### src/rtl/core/dstg_pkg.sv
package dstg_pkg;

  localparam int unsigned PRECISION = 16;
  localparam int unsigned PERIOD_W = 24;
  localparam int unsigned RATE_W = 16;
  localparam int unsigned INC_W = 16;
  localparam int unsigned HZ_W = 15;
  localparam int unsigned CYC_W = 6;
  localparam int unsigned TIMER_W = PERIOD_W + 2;
  localparam int unsigned CNT_W = 6;

  localparam logic [CNT_W-1:0] MAX_SAMPLES = 6'd63;
  localparam logic [PERIOD_W-1:0] MIN_PERIOD = 24'd16;
  localparam logic [PERIOD_W-1:0] PERIOD_RESET = 24'd640;
  localparam logic [RATE_W-1:0] RATE_RESET = 16'd44100;

  typedef enum logic [1:0] {
    CMD_TICK = 2'd0,
    CMD_START = 2'd1,
    CMD_STOP = 2'd2,
    CMD_STOP_ALL = 2'd3
  } cmd_t;

  typedef enum logic {
    CFG_SAMPLE_PERIOD = 1'b0,
    CFG_SOUND_RATE = 1'b1
  } cfg_idx_t;

  typedef struct packed {
    cmd_t command;
    logic channel;
    logic [HZ_W-1:0] tone_hz;
    logic [CYC_W-1:0] cyc_elapsed;
  } in_word_t;

  typedef struct packed {
    logic signed [2:0] sample;
    logic last;
  } out_word_t;

  typedef struct packed {
    logic set_inc;
    logic clr_one;
    logic clr_all;
    logic ch;
    logic step;
  } voice_ctl_t;

endpackage

### src/rtl/core/dstg_div.sv
module dstg_div
  import dstg_pkg::*;
(
  input  logic              clk,
  input  logic              rst_n,
  input  logic              start,
  input  logic [HZ_W-1:0]   tone_hz,
  input  logic [RATE_W-1:0] divisor,
  output logic              done,
  output logic [INC_W-1:0]  quotient
);

  localparam int unsigned DVD_W = HZ_W + INC_W;

  logic              busy_r, busy_nxt;
  logic              done_r, done_nxt;
  logic [4:0]        cnt_r, cnt_nxt;
  logic [RATE_W-1:0] rem_r, rem_nxt;
  logic [RATE_W-1:0] dsr_r, dsr_nxt;
  logic [DVD_W-1:0]  dvd_r, dvd_nxt;
  logic [INC_W-1:0]  q_r, q_nxt;
  logic [RATE_W:0]   trial;
  logic              ge;

  assign trial = {rem_r, dvd_r[DVD_W-1]};
  assign ge = trial >= {1'b0, dsr_r};

  always_comb begin
    busy_nxt = busy_r;
    done_nxt = 1'b0;
    cnt_nxt = cnt_r;
    rem_nxt = rem_r;
    dsr_nxt = dsr_r;
    dvd_nxt = dvd_r;
    q_nxt = q_r;
    if (start) begin
      busy_nxt = 1'b1;
      cnt_nxt = 5'(DVD_W - 1);
      rem_nxt = '0;
      dsr_nxt = (divisor == '0) ? RATE_W'(1) : divisor;
      dvd_nxt = {tone_hz, {INC_W{1'b0}}};
      q_nxt = '0;
    end else if (busy_r) begin
      rem_nxt = ge ? RATE_W'(trial - {1'b0, dsr_r}) : trial[RATE_W-1:0];
      q_nxt = {q_r[INC_W-2:0], ge};
      dvd_nxt = {dvd_r[DVD_W-2:0], 1'b0};
      cnt_nxt = cnt_r - 5'd1;
      if (cnt_r == 5'd0) begin
        busy_nxt = 1'b0;
        done_nxt = 1'b1;
      end
    end
  end

  always_ff @(posedge clk) begin
    if (!rst_n) begin
      busy_r <= 1'b0;
      done_r <= 1'b0;
      cnt_r <= '0;
    end else begin
      busy_r <= busy_nxt;
      done_r <= done_nxt;
      cnt_r <= cnt_nxt;
    end
    rem_r <= rem_nxt;
    dsr_r <= dsr_nxt;
    dvd_r <= dvd_nxt;
    q_r <= q_nxt;
  end

  assign done = done_r;
  assign quotient = q_r;

endmodule

### src/rtl/core/dstg_voice.sv
module dstg_voice
  import dstg_pkg::*;
(
  input  logic              clk,
  input  logic              rst_n,
  input  voice_ctl_t        ctl,
  input  logic [INC_W-1:0]  inc_val,
  output logic signed [2:0] sample
);

  logic [INC_W-1:0] inc_r [2];
  logic [INC_W-1:0] inc_nxt [2];
  logic [INC_W-1:0] acc_r [2];
  logic [INC_W-1:0] acc_nxt [2];
  logic [INC_W-1:0] acc_sum [2];
  logic signed [2:0] lvl [2];

  always_comb begin
    for (int i = 0; i < 2; i++) begin
      acc_sum[i] = acc_r[i] + inc_r[i];
      if (inc_r[i] == '0) begin
        lvl[i] = 3'sd0;
      end else if (acc_sum[i][INC_W-1]) begin
        lvl[i] = -3'sd1;
      end else begin
        lvl[i] = 3'sd1;
      end
      inc_nxt[i] = inc_r[i];
      acc_nxt[i] = acc_r[i];
      if (ctl.step) begin
        acc_nxt[i] = acc_sum[i];
      end
      if (ctl.clr_all || (ctl.clr_one && (ctl.ch == 1'(i)))) begin
        inc_nxt[i] = '0;
      end else if (ctl.set_inc && (ctl.ch == 1'(i))) begin
        inc_nxt[i] = inc_val;
      end
    end
  end

  assign sample = lvl[0] + lvl[1];

  always_ff @(posedge clk) begin
    if (!rst_n) begin
      for (int i = 0; i < 2; i++) begin
        inc_r[i] <= '0;
        acc_r[i] <= '0;
      end
    end else begin
      for (int i = 0; i < 2; i++) begin
        inc_r[i] <= inc_nxt[i];
        acc_r[i] <= acc_nxt[i];
      end
    end
  end

endmodule

### src/rtl/core/dual_square_tone_generator.sv
// Channel  Dir  Handshake          Word
// in_      in   in_valid/in_stall  command, channel, tone_hz, cyc_elapsed
// out_     out  out_valid/out_stall sample, last
// cfg_     in   cfg_valid/cfg_ready index 0 sample_period_scaled, 1 sound_rate
// A start command runs the one shared restoring divider, which makes one
// quotient bit per cycle over 31 steps. Stop commands complete in the idle state.
// A tick emits one sample per cycle while the output register is drained;
// a stalled output holds the sequencer.
// Reset is synchronous and needs no clearing pass.
module dual_square_tone_generator
  import dstg_pkg::*;
(
  input  logic                clk,
  input  logic                rst_n,
  input  logic                in_valid,
  output logic                in_stall,
  input  in_word_t            in_word,
  output logic                out_valid,
  input  logic                out_stall,
  output out_word_t           out_word,
  input  logic                cfg_valid,
  output logic                cfg_ready,
  input  cfg_idx_t            cfg_index,
  input  logic [PERIOD_W-1:0] cfg_wdata
);

  typedef enum logic [2:0] {
    ST_IDLE = 3'b001,
    ST_DIV  = 3'b010,
    ST_TICK = 3'b100
  } state_t;

  state_t                     state_r, state_nxt;
  logic signed [TIMER_W-1:0]  timer_r, timer_nxt;
  logic [CNT_W-1:0]           cnt_r, cnt_nxt;
  logic                       ch_r, ch_nxt;
  logic [PERIOD_W-1:0]        period_r;
  logic [RATE_W-1:0]          rate_r;
  logic                       out_valid_r, out_valid_nxt;
  out_word_t                  out_word_r, out_word_nxt;
  logic                       in_acc;
  logic                       slot_free;
  logic                       due;
  logic [PERIOD_W-1:0]        period_eff;
  logic signed [TIMER_W-1:0]  timer_sum;
  logic                       div_start;
  logic                       div_done;
  logic [INC_W-1:0]           div_q;
  voice_ctl_t                 vctl;
  logic signed [2:0]          mix;

  assign in_stall = (state_r != ST_IDLE);
  assign in_acc = in_valid && (state_r == ST_IDLE);
  assign cfg_ready = (state_r == ST_IDLE);
  assign slot_free = !out_valid_r || !out_stall;
  assign due = timer_r[TIMER_W-1] && (cnt_r != MAX_SAMPLES);
  assign period_eff = (period_r < MIN_PERIOD) ? MIN_PERIOD : period_r;
  assign timer_sum = timer_r + $signed({2'b00, period_eff});

  always_comb begin
    state_nxt = state_r;
    timer_nxt = timer_r;
    cnt_nxt = cnt_r;
    ch_nxt = ch_r;
    out_valid_nxt = out_valid_r && out_stall;
    out_word_nxt = out_word_r;
    div_start = 1'b0;
    vctl = '0;
    vctl.ch = ch_r;
    case (state_r)
      ST_IDLE: begin
        if (in_acc) begin
          vctl.ch = in_word.channel;
          case (in_word.command)
            CMD_TICK: begin
              timer_nxt = timer_r - TIMER_W'(in_word.cyc_elapsed * PRECISION);
              cnt_nxt = '0;
              state_nxt = ST_TICK;
            end
            CMD_START: begin
              ch_nxt = in_word.channel;
              div_start = 1'b1;
              state_nxt = ST_DIV;
            end
            CMD_STOP: begin
              vctl.clr_one = 1'b1;
            end
            CMD_STOP_ALL: begin
              vctl.clr_all = 1'b1;
            end
            default: begin
              vctl.clr_all = 1'b0;
            end
          endcase
        end
      end
      ST_DIV: begin
        if (div_done) begin
          vctl.set_inc = 1'b1;
          state_nxt = ST_IDLE;
        end
      end
      ST_TICK: begin
        if (!due) begin
          if (timer_r[TIMER_W-1]) begin
            timer_nxt = '0;
          end
          state_nxt = ST_IDLE;
        end else if (slot_free) begin
          vctl.step = 1'b1;
          timer_nxt = timer_sum;
          cnt_nxt = cnt_r + CNT_W'(1);
          out_valid_nxt = 1'b1;
          out_word_nxt.sample = mix;
          out_word_nxt.last = !timer_sum[TIMER_W-1] || (cnt_r == MAX_SAMPLES - CNT_W'(1));
        end
      end
      default: begin
        state_nxt = ST_IDLE;
      end
    endcase
  end

  always_ff @(posedge clk) begin
    if (!rst_n) begin
      state_r <= ST_IDLE;
      timer_r <= '0;
      cnt_r <= '0;
      out_valid_r <= 1'b0;
      period_r <= PERIOD_RESET;
      rate_r <= RATE_RESET;
    end else begin
      state_r <= state_nxt;
      timer_r <= timer_nxt;
      cnt_r <= cnt_nxt;
      out_valid_r <= out_valid_nxt;
      if (cfg_valid && cfg_ready) begin
        case (cfg_index)
          CFG_SAMPLE_PERIOD: period_r <= cfg_wdata;
          CFG_SOUND_RATE: rate_r <= cfg_wdata[RATE_W-1:0];
          default: period_r <= period_r;
        endcase
      end
    end
    ch_r <= ch_nxt;
    out_word_r <= out_word_nxt;
  end

  dstg_div u_div (
    .clk      (clk),
    .rst_n    (rst_n),
    .start    (div_start),
    .tone_hz  (in_word.tone_hz),
    .divisor  (rate_r),
    .done     (div_done),
    .quotient (div_q)
  );

  dstg_voice u_voice (
    .clk     (clk),
    .rst_n   (rst_n),
    .ctl     (vctl),
    .inc_val (div_q),
    .sample  (mix)
  );

  assign out_valid = out_valid_r;
  assign out_word = out_word_r;

  a_word_from_tick: assert property (@(posedge clk) disable iff (!rst_n)
    $rose(out_valid_r) |-> $past(state_r == ST_TICK))
    else $error("output word appeared outside a tick");

  a_sample_limit: assert property (@(posedge clk) disable iff (!rst_n)
    (state_r == ST_TICK && cnt_r == MAX_SAMPLES) |=> state_r == ST_IDLE)
    else $error("tick ran past the sample limit");

  a_idle_timer: assert property (@(posedge clk) disable iff (!rst_n)
    state_r == ST_IDLE |-> !timer_r[TIMER_W-1])
    else $error("sample timer negative while idle");

endmodule
### config.mk
export PLATFORM = sky130hd
export DESIGN_NAME = dual_square_tone_generator
export DESIGN_NICKNAME = d
export VERILOG_FILES = /design/src/rtl/core/dstg_pkg.sv /design/src/rtl/core/dstg_div.sv /design/src/rtl/core/dstg_voice.sv /design/src/rtl/core/dual_square_tone_generator.sv
export SDC_FILE = /design/constraint.sdc
export NUM_CORES = 1
export LEC_CHECK = 0
export BUFFER_PORTS_ARGS = -buffer_cell sky130_fd_sc_hd__buf_2
export CAP_MARGIN = 20
export CORE_AREA = 2 2 133 167
export DETAILED_ROUTE_END_ITERATION = 8
export DIE_AREA = 0 0 135 169
export HOLD_SLACK_MARGIN = 0.15
export PLACE_DENSITY = 0.89
export SLEW_MARGIN = 10
export SYNTH_ARGS = -nofsm -noshare
export SYNTH_HDL_FRONTEND = slang
export SYNTH_SLANG_ARGS = --single-unit
### constraint.sdc
create_clock -name clk -period 5.6 [get_ports clk]
set_input_delay 1.12 -clock clk [delete_from_list [all_inputs] [get_ports clk]]
set_output_delay 1.12 -clock clk [all_outputs]
set_load 0.1 [all_outputs]
==> results.sh, run 1 <==
export IMPL_status="completed"
export IMPL_worst_clock_skew_ns=0.00894
export IMPL_slew_viol_final=0
export IMPL_grt_setup_unrepaired="false"
export IMPL_worstPathRequired_ns=5.86
export IMPL_die_x_um=135
export IMPL_grt_busiest_layer="met2"
export IMPL_synthesis_area_um2=12500
export IMPL_synth_cells=1514
export IMPL_dr_pass1_iters=6
export IMPL_ys_ff_latch=215
export IMPL_post_drt_wl_per_cell_um=16.8
export IMPL_cts_setup_buffers=0
export IMPL_ys_warn_count=0
export IMPL_htree_levels=1
export IMPL_start_util=0.586
export IMPL_cts_tree="built"
export IMPL_path_clk_slew_ns=0.06
export IMPL_crit_type="register to register"
export IMPL_port_buffers=60
export IMPL_synth_edff_count=36
export IMPL_vias=11015
export IMPL_ant_nets=0
export IMPL_drt_iter0_drc=863
export IMPL_grt_pass1_wl_um=49800
export IMPL_synth_cells_most_frequent="nand2_1, dfxtp_1, nor2_1"
export IMPL_grt_ovfl_total=0
export IMPL_fp_row_count=60
export IMPL_cp_max_fo=4
export IMPL_synth_async_reset_ratio=0
export IMPL_cts_resized_gates=0
export IMPL_hp_class="register to register"
export IMPL_nFillCells=1718
export IMPL_antenna_found_initial=0
export IMPL_avgSynthCellArea_um2=8.25
export IMPL_viasPerCell=6.11
export IMPL_synth_top_cell_area_share=0.287
export IMPL_layout_drive_gt1_share=0.0873
export IMPL_arrival_ns=4.23
export IMPL_use_met1=0.307
export IMPL_period_share=0.709
export IMPL_min_period_ns=3.97
export IMPL_grt_start_max_net_pins=52
export IMPL_clock_root_buffer="clkbuf_16"
export IMPL_place_congestion=0.931
export IMPL_powerDensity_nw_per_um2=303
export IMPL_cts_buffers=23
export IMPL_die_y_um=169
export IMPL_final_area_um2=13600
export IMPL_die_area_um2=22800
export IMPL_yosysUniqueCellTypes=85
export IMPL_ys_seq_area_frac=0.374
export IMPL_crit_end="out_word[0]"
export IMPL_fp_coreArea_um2=21300
export IMPL_drc=0
export IMPL_yosys_area_top_type="dfxtp_1"
export IMPL_r2r_start="period_r[7]"
export IMPL_syn_to_final_growth_pct=8.61
export IMPL_synth_most_common_cell="nand2_1"
export IMPL_clock_path_buffers=3
export IMPL_cts_sinks=215
export IMPL_synth_area_leaders="dfxtp_1, edfxtp_1, ha_1"
export IMPL_groute_usage_overall=0.262
export IMPL_r2r_setup_slack_ns=1.63
export IMPL_drv_cap=0
export IMPL_dpl_cell_area_um2=12800
export IMPL_reg2reg_to="out_word[0]"
export IMPL_hold_viol=0
export IMPL_syn_num_nets=1655
export IMPL_setup_tns_final_ns=0
export IMPL_worst_setup_path_end_kind="register"
export IMPL_diodes=0
export IMPL_cellLeakagePower_nw=5.81
export IMPL_peakVddDrop_v=0.000243
export IMPL_relSlewSlack=0.254
export IMPL_io_pins=61
export IMPL_fmaxAchievable_mhz=252
export IMPL_critPathLaunch="period_r[7]"
export IMPL_wl_um=30300
export IMPL_ctsHoldBuffers=0
export IMPL_start_kind="register"
export IMPL_gr_usage_met2=0.476
export IMPL_worstSkewPairLatency_ns=0.51
export IMPL_first_global_vias=10579
export IMPL_finalSetupViolCount=0
export IMPL_post_dp_hpwl_um=21300
export IMPL_synth_ff_type="dfxtp_1"
export IMPL_layout_nets=1649
export IMPL_met3_usage=0.0317
export IMPL_ff2ff_path_depth=13
export IMPL_tightest_slew_ns=1.11
-- final cells by class --
type,instances,area (um2),share of cell area
Timing Repair Buffer,69,368,0.0271
Inverter,65,244,0.0180
Tap cell,279,349,0.0257
Clock inverter,12,130,0.00959
Sequential cell,215,4670,0.344
Clock buffer,28,636,0.0469
Multi-Input combinational cell,1134,7170,0.529
-- report_power, final --
part / internal (W) / switching, W / leakage [nW]
registers: 0.00167 / 0.0000846 / 1.78
clock network: 0.000903 / 0.000643 / 0.360
logic: 0.000328 / 0.000477 / 3.67
total: 0.00290 / 0.00120 / 5.81
-- worst min path at each step --
| stage | startpoint | endpoint | slack (ns) | depth (start not counted) |
|---|---|---|---|---|
| global placement | rate_r[2] | u_div.dsr_r[2] | 0.44 | 0 |
| floorplan | period_r[0] | period_r[0] | 0.43 | 2 |
| detailed placement | rate_r[4] | u_div.dsr_r[4] | 0.44 | 0 |
| CTS | u_voice.acc_r[0][21] | u_voice.acc_r[0][21] | 0.46 | 2 |
| global route | rate_r[14] | u_div.dsr_r[14] | 0.47 | 0 |
| finish | u_voice.acc_r[0][21] | u_voice.acc_r[0][21] | 0.46 | 2 |
-- per-layer routing --
layer / vias to the layer above / routed length, um
met3: 100 / 1770
met4: 0 / 1250
met5: - / 0
li1: 5339 / -
met2: 404 / 15400
met1: 5172 / 11900
-- state kept, by name, indices dropped and copies added (netlist names) --
name and cells:
ch_r 1, cnt_r 6, out_valid 1, out_word 4, period_r 24, rate_r 16, state_r 3, timer_r 26
u_div.busy_r 1, u_div.cnt_r 5, u_div.done 1, u_div.dsr_r 16, u_div.dvd_r 15, u_div.quotient 16, u_div.rem_r 16, u_voice.acc_r 32
u_voice.inc_r 32
-- layout by cell type (no fill, tap or decap), types with 6 or more instances in the layout --
cell type,n
o21bai_1,7
buf_4,9
fa_1,6
nand4_1,10
buf_2,60
nor2_1,137
or2_2,9
edfxtp_1,36
a211oi_1,10
o211ai_1,7
and2_1,8
nand2_1,219
a21boi_0,9
ha_1,81
a21o_1,30
a31oi_1,19
mux2i_1,67
o21a_1,18
nand3_1,46
xor2_1,16
nor4_1,24
nand2b_1,12
o21ai_0,77
inv_1,63
nor3_1,39
or3_1,17
xnor2_1,31
o31ai_1,6
and3_1,8
a21oi_1,124
nor2b_1,12
clkbuf_16,24
dfxtp_1,178
-- worst max-delay path, cell delays in order, from the launching register on --
cell and delay, ns:
dfxtp_1 0.33, nor4_1 0.46, nand2_1 0.17, o21ai_0 0.31
inv_1 0.08, ha_1 0.29, a211oi_1 0.32, nor2_1 0.12
a21oi_1 0.31, a211oi_1 0.18, or3_1 0.48, a41o_1 0.25
and3_1 0.19, a211o_1 0.22
-- logic make-up (layout without fill, tap and decap cells) --
family,after synthesis,after routing,share of synthesized area
buffers and inverters,165,174,0.0526
flip-flops,215,215,0.374
AND/OR/NAND/NOR,563,563,0.207
multiplexers,69,69,0.0555
adder cells (fa/ha/maj),87,87,0.0908
AO/OA/AOI/OAI,367,367,0.185
XOR/XNOR,48,48,0.0348
-- through the flow --
| step | util | worst slack, ns | instances | hold slack, ns | power, W |
|---|---|---|---|---|---|
| 6_report | 0.636 | 1.63 | 1802 | 0.457 | 0.00410 |
| 5_1_grt | 0.636 | 1.46 | 1802 | 0.475 | 0.00427 |
| 4_1_cts | 0.636 | 1.65 | 1802 | 0.460 | 0.00410 |
| 3_5_place_dp | 0.600 | 1.64 | 1762 | 0.444 | 0.00256 |
| 3_3_place_gp | 0.600 | 1.67 | 1762 | 0.441 | 0.00253 |
| 2_1_floorplan | - | 2.27 | 1514 | 0.432 | 0.00240 |
Power figures use the tool's default switching activity.
==> inputs of run 2 (changes only) <==
--- a/config.mk
+++ b/config.mk
@@ -5,11 +5,12 @@
 export SDC_FILE = /design/constraint.sdc
 export NUM_CORES = 1
 export LEC_CHECK = 0
+export ABC_AREA = 1
 export BUFFER_PORTS_ARGS = -buffer_cell sky130_fd_sc_hd__buf_2
 export CAP_MARGIN = 20
-export CORE_AREA = 2 2 133 167
+export CORE_AREA = 2 2 142 179
 export DETAILED_ROUTE_END_ITERATION = 8
-export DIE_AREA = 0 0 135 169
+export DIE_AREA = 0 0 144 181
 export HOLD_SLACK_MARGIN = 0.15
 export PLACE_DENSITY = 0.89
 export SLEW_MARGIN = 10
==> constraint.sdc (replaced) <==
create_clock -name clk -period 3.54 [get_ports clk]
set_input_delay 0.708 -clock clk [delete_from_list [all_inputs] [get_ports clk]]
set_output_delay 0.708 -clock clk [all_outputs]
set_load 0.1 [all_outputs]
==> run 2 against run 1 <==
Compared with the run above:
- critical path depth is 4 higher
- synthesized cell count up 38%
- via count is 23% higher
- clock power rose by 56%
- worst setup slack worse by 0.98 ns
- final area is 10% higher
- clock-buffer cell count is 2 lower
- sequential share of layout area down 3.1 points
- sequential power increased by 63%
- global-route usage rose by 1.7 points
- sequential cell count did not move
==> results.sh, run 2 <==
export IMPL_status="completed"
export IMPL_cts_resized_gates=0
export IMPL_groute_usage_overall=0.279
export IMPL_worstSkewPairLatency_ns=0.52
export IMPL_syn_num_nets=2224
export IMPL_cts_setup_buffers=0
export IMPL_fp_coreArea_um2=24300
export IMPL_nFillCells=2152
export IMPL_die_x_um=144
export IMPL_synth_top_cell_area_share=0.261
export IMPL_grt_ovfl_total=0
export IMPL_viasPerCell=5.57
export IMPL_combPwrFrac=0.254
export IMPL_p_int_w=0.00461
export IMPL_finalWorstSetupSlack_ns=0.649
export IMPL_drt_iter0_drc=1005
export IMPL_hp_class="primary input to register"
export IMPL_crit_type="register to register"
export IMPL_worst_setup_path_end_kind="register"
export IMPL_synth_area_leaders="dfxtp_1, nand2_1, edfxtp_1"
export IMPL_fp_row_count=64
export IMPL_sw_frac_of_total=0.348
export IMPL_ant_nets=0
export IMPL_vias=13566
export IMPL_grt_pass1_wl_um=59600
export IMPL_arrival_ns=3.34
export IMPL_first_global_vias=12848
export IMPL_crit_chain="nor4_1, nand4_1, nor2_1, nor2_1, ha_1, inv_1, fa_1, inv_1, nand3_1, nand3_1, nand2_1, nand2_1, nand2_1, nand3_1, nand2_1, nand3_1, a21oi_1"
export IMPL_layout_nets=2230
export IMPL_htree_levels=1
export IMPL_fmaxAchievable_mhz=346
export IMPL_post_dp_hpwl_um=27200
export IMPL_tightest_slew_ns=1.08
export IMPL_start_kind="register"
export IMPL_post_place_ws_ns=0.709
export IMPL_worst_clock_skew_ns=0.0197
export IMPL_power_frac_clock=0.342
export IMPL_post_drt_wl_per_cell_um=15.0
export IMPL_grt_setup_unrepaired="false"
export IMPL_synth_cells=2083
export IMPL_powerDensity_nw_per_um2=474
export IMPL_layoutNonFillerInstCount=2437
export IMPL_cellLeakagePower_nw=7.44
export IMPL_cts_tree="built"
export IMPL_die_area_um2=26100
export IMPL_regArea_um2=4660
export IMPL_yosysUniqueCellTypes=46
export IMPL_critPathSlowestCell="nor4_1"
export IMPL_ys_ff_latch=215
export IMPL_p_sw_w=0.00246
export IMPL_dr_pass1_iters=5
export IMPL_clock_root_buffer="clkbuf_16"
export IMPL_synth_edff_count=36
export IMPL_synthesis_area_um2=13700
export IMPL_yosys_area_top_type="dfxtp_1"
export IMPL_grt_start_max_net_pins=45
export IMPL_min_period_ns=2.89
export IMPL_worst_path_buf_inv=2
export IMPL_wl_um=36400
export IMPL_r2r_setup_slack_ns=0.65
export IMPL_path_clk_slew_ns=0.06
export IMPL_period_share=0.817
export IMPL_antenna_found_initial=0
export IMPL_drc=0
export IMPL_critPathMaxStageDelay_ns=0.44
export IMPL_synth_most_common_cell="nand2_1"
export IMPL_cts_sinks=215
export IMPL_final_cell_mix="nand2_1, inv_1, nor2_1, nand3_1, dfxtp_1"
export IMPL_slew_viol_final=0
export IMPL_worstPathRequired_ns=3.99
export IMPL_top_regs="u_voice.acc_r x32, u_voice.inc_r x32, timer_r x26"
export IMPL_drv_cap=0
export IMPL_hold_viol=0
export IMPL_cp_max_fo=5
export IMPL_port_buffers=60
export IMPL_relSlewSlack=0.280
export IMPL_finalSetupViolCount=0
export IMPL_syn_to_final_growth_pct=8.58
export IMPL_die_y_um=181
export IMPL_layout_drive_gt1_share=0.0670
export IMPL_peakVddDrop_v=0.000318
export IMPL_start_util=0.567
export IMPL_setup_tns_final_ns=0
export IMPL_seq_power_share=0.405
export IMPL_synth_async_reset_ratio=0
export IMPL_layout_commonest_cell="nand2_1"
export IMPL_synth_cells_most_frequent="nand2_1, inv_1, nor2_1"
export IMPL_ctsHoldBuffers=0
export IMPL_multiInputGateArea_um2=7600
export IMPL_synth_ff_type="dfxtp_1"
export IMPL_place_congestion=1.06
export IMPL_cts_buffers=23
export IMPL_ys_seq_area_frac=0.339
export IMPL_cpLargestDelayFamily="simple AND/OR/NAND/NOR gates"
export IMPL_avgSynthCellArea_um2=6.60
export IMPL_dpl_cell_count=2394
export IMPL_clock_path_buffers=3
export IMPL_ys_warn_count=0
export IMPL_io_pins=61
==> run 2: cell types whose count changed in the layout (fill, tap and decap cells not counted), sizes merged, moves of 23 or more <==
cell,previous run,this run
a21oi,124,156
o21ai,79,102
nand4,10,37
nand3,47,183
mux2i,67,0
nor2,137,221
inv,65,296
nand2,220,560
==> run 2: power by group through the flow <==
stage	combinational (W)	clock, W	sequential (W)
finish	0.00179	0.00242	0.00286
global route	0.00202	0.00254	0.00288
CTS	0.00176	0.00244	0.00285
detailed placement	0.00175	0	0.00290
global placement	0.00170	0	0.00290
floorplan	0.00138	0	0.00283
==> run 2: cells by family after synthesis <==
logic type	Yosys count	share of synthesized area
AOI/OAI and AO/OA	305	0.120
DFF	215	0.339
adders and majority gates	87	0.0825
and+or+nand+nor	1063	0.330
buffers and inverters	384	0.110
xor gates and xnor gates	29	0.0185
==> run 2: worst paths after layout <==
| kind | startpoint | end | depth (start not counted) |
|---|---|---|---|
| max | period_r[8] | timer_r[24] | 17 |
| min reg2reg | period_r[1] | period_r[1] | 2 |
| min | cfg_wdata[19] | period_r[19] | 3 |
| max reg2reg | period_r[8] | timer_r[24] | 17 |
==> run 2: per-stage QoR <==
step / total power [W] / util / cell area (um2) / hold slack, ns
after floorplan: 0.00421 / - / 13700 / 0.430
after global placement: 0.00460 / 0.584 / 14200 / 0.439
after detailed placement: 0.00466 / 0.584 / 14200 / 0.446
after CTS: 0.00706 / 0.615 / 14900 / 0.402
after global routing: 0.00744 / 0.615 / 14900 / 0.417
final: 0.00707 / 0.615 / 14900 / 0.414
==> run 2: layer usage <==
| metal | GRT usage | up-vias | wire length [um] | share of wire |
|---|---|---|---|---|
| met2 | 0.492 | 481 | 17700 | 0.48 |
| met5 | 0 | - | 0 | 0 |
| met4 | 0.186 | 0 | 2750 | 0.076 |
| li1 | - | 6759 | - | - |
| met3 | 0.0390 | 167 | 2080 | 0.057 |
| met1 | 0.306 | 6159 | 13900 | 0.38 |
==> run 2: worst reg2reg max path, stage by stage (launching register included) <==
cell and delay (ns):
dfxtp_1 0.33, nor4_1 0.44, nand4_1 0.24, nor2_1 0.26, nor2_1 0.07, ha_1 0.21
inv_1 0.07, fa_1 0.19, inv_1 0.06, nand3_1 0.06, nand3_1 0.13, nand2_1 0.14
nand2_1 0.14, nand2_1 0.11, nand3_1 0.08, nand2_1 0.07, nand3_1 0.07, a21oi_1 0.13
==> run 2: cell type report <==
type / instances / share of cell area
Antenna cell: 1 / 0.000168
Timing Repair Buffer: 72 / 0.0262
Multi-Input combinational cell: 1484 / 0.509
Inverter: 293 / 0.0737
Tap cell: 330 / 0.0277
Clock buffer: 26 / 0.0414
Sequential cell: 215 / 0.313
Clock inverter: 16 / 0.00947
